$ cat config.mk
export PLATFORM = sky130hd
export DESIGN_NAME = srfc_frame_tracker
export DESIGN_NICKNAME = d
export VERILOG_FILES = /design/src/design/srfc_pkg.sv /design/src/design/srfc_frame_tracker.sv
export SDC_FILE = /design/constraint.sdc
export NUM_CORES = 1
export LEC_CHECK = 0
export ABC_AREA = 1
export BUFFER_PORTS_ARGS = -buffer_cell sky130_fd_sc_hd__clkbuf_2
export CAP_MARGIN = 20
export CORE_UTILIZATION = 30
export DETAILED_ROUTE_END_ITERATION = 12
export PLACE_DENSITY = 0.43
export SLEW_MARGIN = 20
export SYNTH_ARGS = -nofsm -noshare
export SYNTH_HDL_FRONTEND = slang
export SYNTH_SLANG_ARGS = --single-unit
$ cat constraint.sdc
create_clock -name clk -period 3.4 [get_ports clk]
set_input_delay 0.17 -clock clk [delete_from_list [all_inputs] [get_ports clk]]
set_output_delay 0.17 -clock clk [all_outputs]
set_load 0.1 [all_outputs]
$ cat src/design/srfc_pkg.sv
package srfc_pkg;

    // Frame kinds held in the configuration register
    localparam logic [1:0] KIND_MEAS   = 2'd0;
    localparam logic [1:0] KIND_SERIAL = 2'd1;
    localparam logic [1:0] KIND_STATUS = 2'd2;

    // CRC-8 constants: polynomial x^8+x^5+x^4+1, all-ones preset
    localparam logic [7:0] CRC_POLY = 8'h31;
    localparam logic [7:0] CRC_INIT = 8'hFF;

    // Last byte position for each frame length
    localparam logic [2:0] LAST_POS_LONG  = 3'd5;
    localparam logic [2:0] LAST_POS_SHORT = 3'd2;

    // Scaling constants (hundredths)
    localparam logic [14:0] TEMP_SPAN   = 15'd17500;
    localparam logic [14:0] TEMP_OFFSET = 15'd4500;
    localparam logic [13:0] HUM_SPAN    = 14'd10000;
    localparam logic [15:0] FULL_SCALE  = 16'hFFFF;

    // Result codes
    localparam logic RESULT_OK      = 1'b0;
    localparam logic RESULT_CRC_ERR = 1'b1;

    // Assembled frame handed from the tracker to the scaler
    typedef struct packed {
        logic        crc_err;
        logic [1:0]  kind;
        logic [15:0] word_one;
        logic [15:0] word_two;
    } srfc_frame_t;

    // Finished result item
    typedef struct packed {
        logic               result_code;
        logic [15:0]        first_word;
        logic [15:0]        second_word;
        logic [31:0]        serial_number;
        logic signed [14:0] temperature_centi;
        logic [13:0]        humidity_centi;
    } srfc_result_t;

    // One byte of CRC-8, MSB first
    function automatic logic [7:0] crc8_byte(input logic [7:0] crc, input logic [7:0] data);
        logic [7:0] v;
        v = crc ^ data;
        for (int k = 0; k < 8; k++)
        begin
            v = v[7] ? ({v[6:0], 1'b0} ^ CRC_POLY) : {v[6:0], 1'b0};
        end
        return v;
    endfunction

endpackage

$ cat src/design/srfc_frame_tracker.sv
module srfc_frame_tracker
    import srfc_pkg::*;
(
    input  logic              clk,
    input  logic              rst_n,
    input  logic [1:0]        frame_kind,
    input  logic              byte_valid,
    output logic              byte_ready,
    input  logic [7:0]        rx_byte,
    input  logic              frame_start,
    output logic              frame_valid,
    input  logic              frame_ready,
    output srfc_frame_t       frame
);

    logic [2:0]  pos_reg, pos_next;
    logic [7:0]  crc_reg, crc_next;
    logic [15:0] w1_reg, w1_next;
    logic [15:0] w2_reg, w2_next;
    logic        err_reg, err_next;
    logic        frame_valid_reg, frame_valid_next;
    srfc_frame_t frame_reg, frame_next;

    logic        accept;
    logic [2:0]  pos_cur;
    logic [7:0]  crc_cur;
    logic [15:0] w1_cur, w2_cur;
    logic        err_cur;
    logic [2:0]  last_pos;
    logic        is_last;
    logic [7:0]  crc_upd;
    logic [15:0] w1_upd, w2_upd;
    logic        err_upd;

    assign byte_ready  = !frame_valid_reg || frame_ready;
    assign accept      = byte_valid && byte_ready;
    assign frame_valid = frame_valid_reg;
    assign frame       = frame_reg;

    // Restart the frame on a start mark
    always_comb
    begin
        if (frame_start)
        begin
            pos_cur = '0;
            crc_cur = CRC_INIT;
            w1_cur  = '0;
            w2_cur  = '0;
            err_cur = 1'b0;
        end
        else
        begin
            pos_cur = (pos_reg > LAST_POS_LONG) ? 3'd0 : pos_reg;
            crc_cur = crc_reg;
            w1_cur  = w1_reg;
            w2_cur  = w2_reg;
            err_cur = err_reg;
        end
    end

    // Fold data bytes into the word and CRC, compare check bytes
    always_comb
    begin
        crc_upd = crc_cur;
        w1_upd  = w1_cur;
        w2_upd  = w2_cur;
        err_upd = err_cur;
        unique case (pos_cur)
            3'd0, 3'd1:
            begin
                crc_upd = crc8_byte(crc_cur, rx_byte);
                w1_upd  = {w1_cur[7:0], rx_byte};
            end
            3'd3, 3'd4:
            begin
                crc_upd = crc8_byte(crc_cur, rx_byte);
                w2_upd  = {w2_cur[7:0], rx_byte};
            end
            default:
            begin
                err_upd = err_cur || (rx_byte != crc_cur);
                crc_upd = CRC_INIT;
            end
        endcase
    end

    assign last_pos = (frame_kind == KIND_STATUS) ? LAST_POS_SHORT : LAST_POS_LONG;
    assign is_last  = pos_cur >= last_pos;

    // Advance position or hand off a finished frame
    always_comb
    begin
        pos_next         = pos_reg;
        crc_next         = crc_reg;
        w1_next          = w1_reg;
        w2_next          = w2_reg;
        err_next         = err_reg;
        frame_next       = frame_reg;
        frame_valid_next = frame_valid_reg && !frame_ready;
        if (accept)
        begin
            if (is_last)
            begin
                pos_next            = '0;
                crc_next            = CRC_INIT;
                w1_next             = '0;
                w2_next             = '0;
                err_next            = 1'b0;
                frame_valid_next    = 1'b1;
                frame_next.crc_err  = err_upd;
                frame_next.kind     = frame_kind;
                frame_next.word_one = w1_upd;
                frame_next.word_two = (frame_kind == KIND_STATUS) ? 16'd0 : w2_upd;
            end
            else
            begin
                pos_next = pos_cur + 3'd1;
                crc_next = crc_upd;
                w1_next  = w1_upd;
                w2_next  = w2_upd;
                err_next = err_upd;
            end
        end
    end

    always_ff @(posedge clk or negedge rst_n)
    begin
        if (!rst_n)
        begin
            pos_reg         <= '0;
            crc_reg         <= CRC_INIT;
            w1_reg          <= '0;
            w2_reg          <= '0;
            err_reg         <= 1'b0;
            frame_valid_reg <= 1'b0;
        end
        else
        begin
            pos_reg         <= pos_next;
            crc_reg         <= crc_next;
            w1_reg          <= w1_next;
            w2_reg          <= w2_next;
            err_reg         <= err_next;
            frame_valid_reg <= frame_valid_next;
        end
    end

    always_ff @(posedge clk)
    begin
        frame_reg <= frame_next;
    end

`ifndef SYNTHESIS
    a_pos_range: assert property (@(posedge clk) disable iff (!rst_n)
        pos_reg <= LAST_POS_LONG)
        else $error("byte position beyond frame end");

    a_crc_preset: assert property (@(posedge clk) disable iff (!rst_n)
        (pos_reg == 3'd0 || pos_reg == 3'd3) |-> crc_reg == CRC_INIT)
        else $error("CRC not preset at word boundary");

    a_last_hands_off: assert property (@(posedge clk) disable iff (!rst_n)
        (accept && is_last) |=> frame_valid_reg)
        else $error("finished frame not handed off");

    a_mid_frame_quiet: assert property (@(posedge clk) disable iff (!rst_n)
        (accept && !is_last && !frame_valid_reg) |=> !frame_valid_reg)
        else $error("frame handed off before last byte");
`endif

endmodule

==> results of run 1 <==
==> worst max-delay path: stages (launching register included) <==
cell	delay [ns]
dfrtp_1	0.45
nand3_1	0.19
inv_1	0.09
ha_1	0.30
nand2_1	0.05
o211ai_1	0.39
nor2_2	0.04
buf_4	0.22
inv_2	0.31
o22ai_1	0.15
==> layout by cell type, fill, tap and decap left out, types with 3 or more instances in the layout <==
cell,n
nand2_1,73
nor2_1,54
inv_1,52
clkbuf_2,51
dfrtp_1,37
edfxtp_1,35
o21ai_1,24
o22ai_1,19
nand3_1,18
o21ai_0,16
a21oi_1,10
a22o_1,9
clkbuf_16,9
buf_4,9
dfstp_2,8
a21oi_2,7
nand2_2,7
inv_2,6
ha_1,6
nor2_2,3
nor2_4,3
xor2_2,3
xnor2_1,3
clkinv_2,3
==> synthesized netlist by cell type, drive strengths merged <==
master  count  share of area
nand2      80          0.079
o22ai      19          0.030
ha          6          0.019
nor3        1         0.0041
dfrtp      37           0.23
inv        58          0.055
buf        11          0.022
nor2       61          0.069
a22o        9          0.020
o211ai      1         0.0019
clkinv      1        0.00094
edfxtp     35           0.26
xor2        5          0.021
xnor2       4          0.011
or2         2         0.0031
a21oi      17          0.028
nand4       2         0.0031
nand3      19          0.025
clkbuf      7         0.0066
o21ai      42          0.055
dfstp       8          0.053
==> power by group through the flow <==
stage,sequential [mW],clock (mW),combinational (mW)
floorplan,1.66,0,0.763
global placement,1.41,0,1.25
detailed placement,1.41,0,1.25
CTS,1.39,1.00,1.26
global route,1.42,1.04,1.40
finish,1.39,0.965,1.25
==> how the worst max path moves through the flow <==
stage | from | endpoint | slack, ns | depth (start not counted)
2_1_floorplan | frame_valid | frame[0] | 0.16 | 6
3_3_place_gp | frame_start | frame[6] | 0.87 | 8
3_5_place_dp | frame_start | frame[6] | 0.82 | 8
4_1_cts | pos_reg[2] | frame[15] | 0.89 | 7
5_1_grt | pos_reg[1] | crc_reg[4] | 0.83 | 10
6_report | pos_reg[1] | w2_reg[9] | 1.05 | 9
==> repair_timing <==
action,CTS,global route
hold buffers,1,0
setup buffers,0,0
setup endpoints to repair,0,0
hold endpoints to repair,17,0
==> kinds of logic after synthesis <==
| family | share of synthesized area |
|---|---|
| compound gates | 0.134 |
| xor+xnor | 0.0320 |
| fa+ha+maj | 0.0188 |
| buf+inv | 0.0843 |
| flops | 0.548 |
| simple gates | 0.183 |
==> metal layers <==
layer,wire [um],vias up
li1,-,1505
met1,4510,1430
met2,4440,70
met3,489,11
met4,184,0
met5,0,-
==> layout make-up <==
cell class | instances | area share
clock buffer | 9 | 0.0476
clock inverter | 7 | 0.0148
inverter | 59 | 0.0468
multi-input combinational | 268 | 0.313
sequential | 80 | 0.462
tap | 172 | 0.0455
timing repair buffer | 61 | 0.0704
==> results.json, run 1 <==
{
  "p_switching_mw": 1.41,
  "die_area_um2": 13800,
  "routed-via-count": 3016,
  "wl_per_cell_um": 14.7,
  "yosysUniqueCellTypes": 36,
  "drt_iter0_markers": 182,
  "finalCriticalPeriod_ns": 2.35,
  "drtPass1Iterations": 4,
  "route.detailed.drc": 0,
  "total_power_mw": 3.61,
  "cts-root-buf": "clkbuf_16",
  "portBuffers": 51,
  "tightest_slew_ns": 0.757,
  "num_antenna_cells": 0,
  "crit_type": "reg -> reg",
  "clock_skew_ns": 0.00736,
  "switching_share": 0.390,
  "finalCritPeriodShare": 0.690,
  "nFillCells": 1310,
  "min_from": "frame_kind[1]",
  "drive_gt1_frac": 0.252,
  "met2_usage": 0.232,
  "placed_cell_area_um2": 4420,
  "worstSetupStartpointType": "register",
  "track_usage": 0.153,
  "path_clk_slew_ns": 0.06,
  "maxSlewHeadroom": 0.495,
  "setup_viol": 0,
  "holdWs_ns": 0.0213,
  "coreArea_um2": 12800,
  "pwr-share-comb": 0.347,
  "synthCells": 425,
  "gr-max-usage-layer": "met2",
  "end_kind": "register",
  "setup_ws_ns": 1.05,
  "timing.rr.start": "pos_reg[1]",
  "mappedNetlistNets": 446,
  "cts.sinks": 80,
  "crit_required_ns": 3.60,
  "hold_path_end": "frame[33]",
  "wirelength_um": 9620,
  "viasPerCell": 4.60,
  "ios": 52,
  "grt_util_met1": 0.204,
  "finalSetupTns_ns": 0,
  "syn_area_um2": 3990,
  "cts_resized": 0,
  "dpl.hpwl_um": 6530,
  "synth_seq_cells": 80,
  "layout-area-overhead-vs-synth_pct": 18.5,
  "slew_violations": 0,
  "initial_core_util": 0.313,
  "clkLatencyLatePin_ns": 0.34,
  "grt_pass1_wl_um": 16100,
  "outcome": "complete, no violations",
  "regArea_um2": 2190,
  "post-place-ws_ns": 0.819,
  "rows": 41,
  "ant_nets": 0,
  "r2r_end": "w2_reg[9]",
  "internal-power_mw": 2.20,
  "cp.arrival_ns": 2.55,
  "cp_max_fo": 19,
  "max_freq_mhz": 426,
  "power_density_nw_per_um2": 763,
  "final_area_um2": 4730,
  "ff2ff_setup_slack_ns": 1.05,
  "grt_max_degree": 36,
  "grt_overflow": 0,
  "timing_hold_violations_final": 0,
  "die_x_um": 117,
  "clockPowerShare": 0.267,
  "hold_path_class": "in -> reg",
  "cts_buffers": 9,
  "cts.path.max_buffers": 2,
  "die_h_um": 117,
  "use_met3": 0.0350,
  "vdd_drop_max_mv": 0.255,
  "ff2ff_path_depth": 9,
  "grt_pass1_vias": 3060,
  "place.gp.congestion": 0.820,
  "p_leak_nw": 2.13,
  "whs_path_depth": 1,
  "avgSynthCellArea_um2": 9.39,
  "multi_input_area_um2": 1480,
  "largest_register_ffs": 35,
  "final_cells": 656,
  "antenna_found_initial": 0,
  "cts_tree": "yes",
  "maxCapViolCount": 0,
  "power_frac_seq": 0.386,
  "place_inst": 639,
  "h-tree-depth": 3,
  "synth-warning-count": 0,
  "fin_util": 0.370,
  "ys_seq_area_frac": 0.548,
  "final_nets": 500,
  "rsz0062_at_grt": "false"
}
No activity file was read; power rests on OpenSTA's default activity.
==> inputs of run 2 (changes only) <==
==> constraint.sdc (replaced) <==
create_clock -name clk -period 2.4 [get_ports clk]
set_input_delay 0.12 -clock clk [delete_from_list [all_inputs] [get_ports clk]]
set_output_delay 0.12 -clock clk [all_outputs]
set_load 0.1 [all_outputs]
==> run 2 against run 1 <==
- non-clock buffer count grew 9
- sequential power rose by 42%
- cell area grew 3.5%
- count of clock-buffer cells in the layout increased by 2
- combinational power rose by 46%
- first-iteration DRC count is 14% lower
- clock power grew 66%
- total power up 49%
- via count is 2.0% higher
- routed wire length grew 3.2%
==> results.json, run 2 (synthesized netlist as in run 1, its figures left out) <==
{
  "drt_iter0_markers": 156,
  "rows": 41,
  "end_kind": "register",
  "place.gp.congestion": 0.798,
  "cp.arrival_ns": 2.32,
  "layout-area-overhead-vs-synth_pct": 22.7,
  "routed-via-count": 3076,
  "slew_violations": 0,
  "placed_cell_area_um2": 4520,
  "ff2ff_setup_slack_ns": 0.17,
  "ant_nets": 0,
  "r2r_end": "frame[24]",
  "crit_family": "buffers and inverters",
  "track_usage": 0.153,
  "slowest_stage": "dlygate4sd3_1",
  "power_density_nw_per_um2": 1100,
  "hold_path_class": "in -> reg",
  "critical-path-max-stage-delay_ns": 0.54,
  "final_cell_mix": "nand2_1, nor2_1, inv_1, clkbuf_2, dfrtp_1",
  "worstSetupStartpointType": "primary input",
  "final_nets": 509,
  "met2_usage": 0.244,
  "post-place-ws_ns": 0.167,
  "hold_path_end": "frame_valid",
  "viasPerCell": 4.63,
  "portBuffers": 51,
  "setup_ws_ns": 0.126,
  "crit_type": "in -> reg",
  "antenna_found_initial": 0,
  "max_freq_mhz": 440,
  "fin_util": 0.383,
  "die_h_um": 117,
  "rsz0062_at_grt": "true",
  "largest_register_ffs": 35,
  "crit_chain": "dlygate4sd3_1 > clkbuf_2 > nor2_2 > inv_1 > ha_1 > nand2_1 > o211ai_1 > nand2_1 > clkinvlp_4 > buf_12",
  "cts.sinks": 80,
  "timing.rr.start": "pos_reg[1]",
  "maxCapViolCount": 0,
  "drive_gt1_frac": 0.268,
  "initial_core_util": 0.313,
  "num_antenna_cells": 0,
  "finalCritPeriodShare": 0.947,
  "vdd_drop_max_mv": 0.374,
  "outcome": "complete, no violations",
  "postCtsSetupBuffers": 0,
  "nFillCells": 1315,
  "setup_viol": 0,
  "coreArea_um2": 12800,
  "h-tree-depth": 3,
  "finalSetupTns_ns": 0,
  "grt_pass1_vias": 3016,
  "wl_per_cell_um": 14.9,
  "multi_input_area_um2": 1490,
  "p_leak_nw": 2.20,
  "gr-max-usage-layer": "met2",
  "maxSlewHeadroom": 0.637,
  "die_area_um2": 13800,
  "tightest_slew_ns": 0.544,
  "use_met3": 0.0311,
  "final_common_cell": "nand2_1",
  "die_x_um": 117,
  "grt_overflow": 0,
  "clkLatencyLatePin_ns": 0.35,
  "finalCriticalPeriod_ns": 2.27,
  "ios": 52,
  "total_power_mw": 5.40,
  "cp_max_fo": 25,
  "cts_tree": "yes",
  "worst_path_most_repeated_cell": "nand2_1",
  "wirelength_um": 9930,
  "regArea_um2": 2190,
  "crit_required_ns": 2.45,
  "cts_resized": 0,
  "grt_util_met1": 0.198,
  "clock_skew_ns": 0.00729,
  "min_from": "frame_ready",
  "route.detailed.drc": 0,
  "whs_path_depth": 4,
  "ff2ff_path_depth": 8,
  "cts.path.max_buffers": 2,
  "drtPass1Iterations": 5,
  "grt_pass1_wl_um": 16000,
  "path_clk_slew_ns": 0.06,
  "cts-root-buf": "clkbuf_16",
  "cts_buffers": 9,
  "critical_path_buf_inv_count": 5,
  "dpl.hpwl_um": 6960,
  "grt_max_degree": 36,
  "final_area_um2": 4900,
  "timing_hold_violations_final": 0
}
## run 2: cell types whose count changed in the layout (fill, tap and decap cells not counted), sizes merged
cell / before / now
clkinv: 5 / 3
clkbuf: 60 / 62
inv: 59 / 57
bufinv: 1 / 3
buf: 9 / 16
dlygate4sd3: 1 / 3
## run 2: metal layers
metal,wire length (um),part of all wire
met1,4710,0.47
met2,4630,0.47
met3,336,0.034
met4,253,0.025
met5,0,0
## run 2: worst max path at each step
stage / startpoint / depth (start not counted) / to
detailed placement: pos_reg[1] / 8 / frame[24]
floorplan: frame_valid / 6 / frame[0]
finish: frame_kind[0] / 10 / frame[24]
CTS: frame_kind[0] / 10 / frame[13]
global placement: pos_reg[1] / 10 / frame[0]
global route: frame_kind[1] / 11 / pos_reg[1]
## run 2: repair_timing
item | CTS | global route
hold buffers | 3 | 0
endpoints found under the hold margin | 14 | 0
setup endpoints to repair | 0 | 1
## run 2: final cells by class
type / count / area share
Clock buffer: 11 / 0.0496
Sequential cell: 80 / 0.447
Inverter: 59 / 0.0460
Timing Repair Buffer: 70 / 0.0879
Clock inverter: 5 / 0.0212
Tap cell: 172 / 0.0439
Multi-Input combinational cell: 268 / 0.304
## run 2: through the flow
stage	instances	hold slack, ns
after detailed placement	646	0.134
after global placement	646	0.136
after global routing	665	0.145
after floorplan	425	-0.176
after CTS	665	0.130
final	665	0.134
## run 2: report_power, final
group	switching (mW)	leakage (nW)	internal [mW]
logic	1.29	1.13	0.526
registers	0.153	0.899	1.82
clock network	0.560	0.170	1.05
total	2.01	2.20	3.39
## run 2: worst register-to-register path, stage by stage (launching register included)
cell and delay (ns):
dfrtp_1 0.43, nand3_1 0.17, inv_1 0.09, ha_1 0.30, nand2_1 0.05, o211ai_1 0.32, nand2_1 0.17, clkinvlp_4 0.19
buf_12 0.20
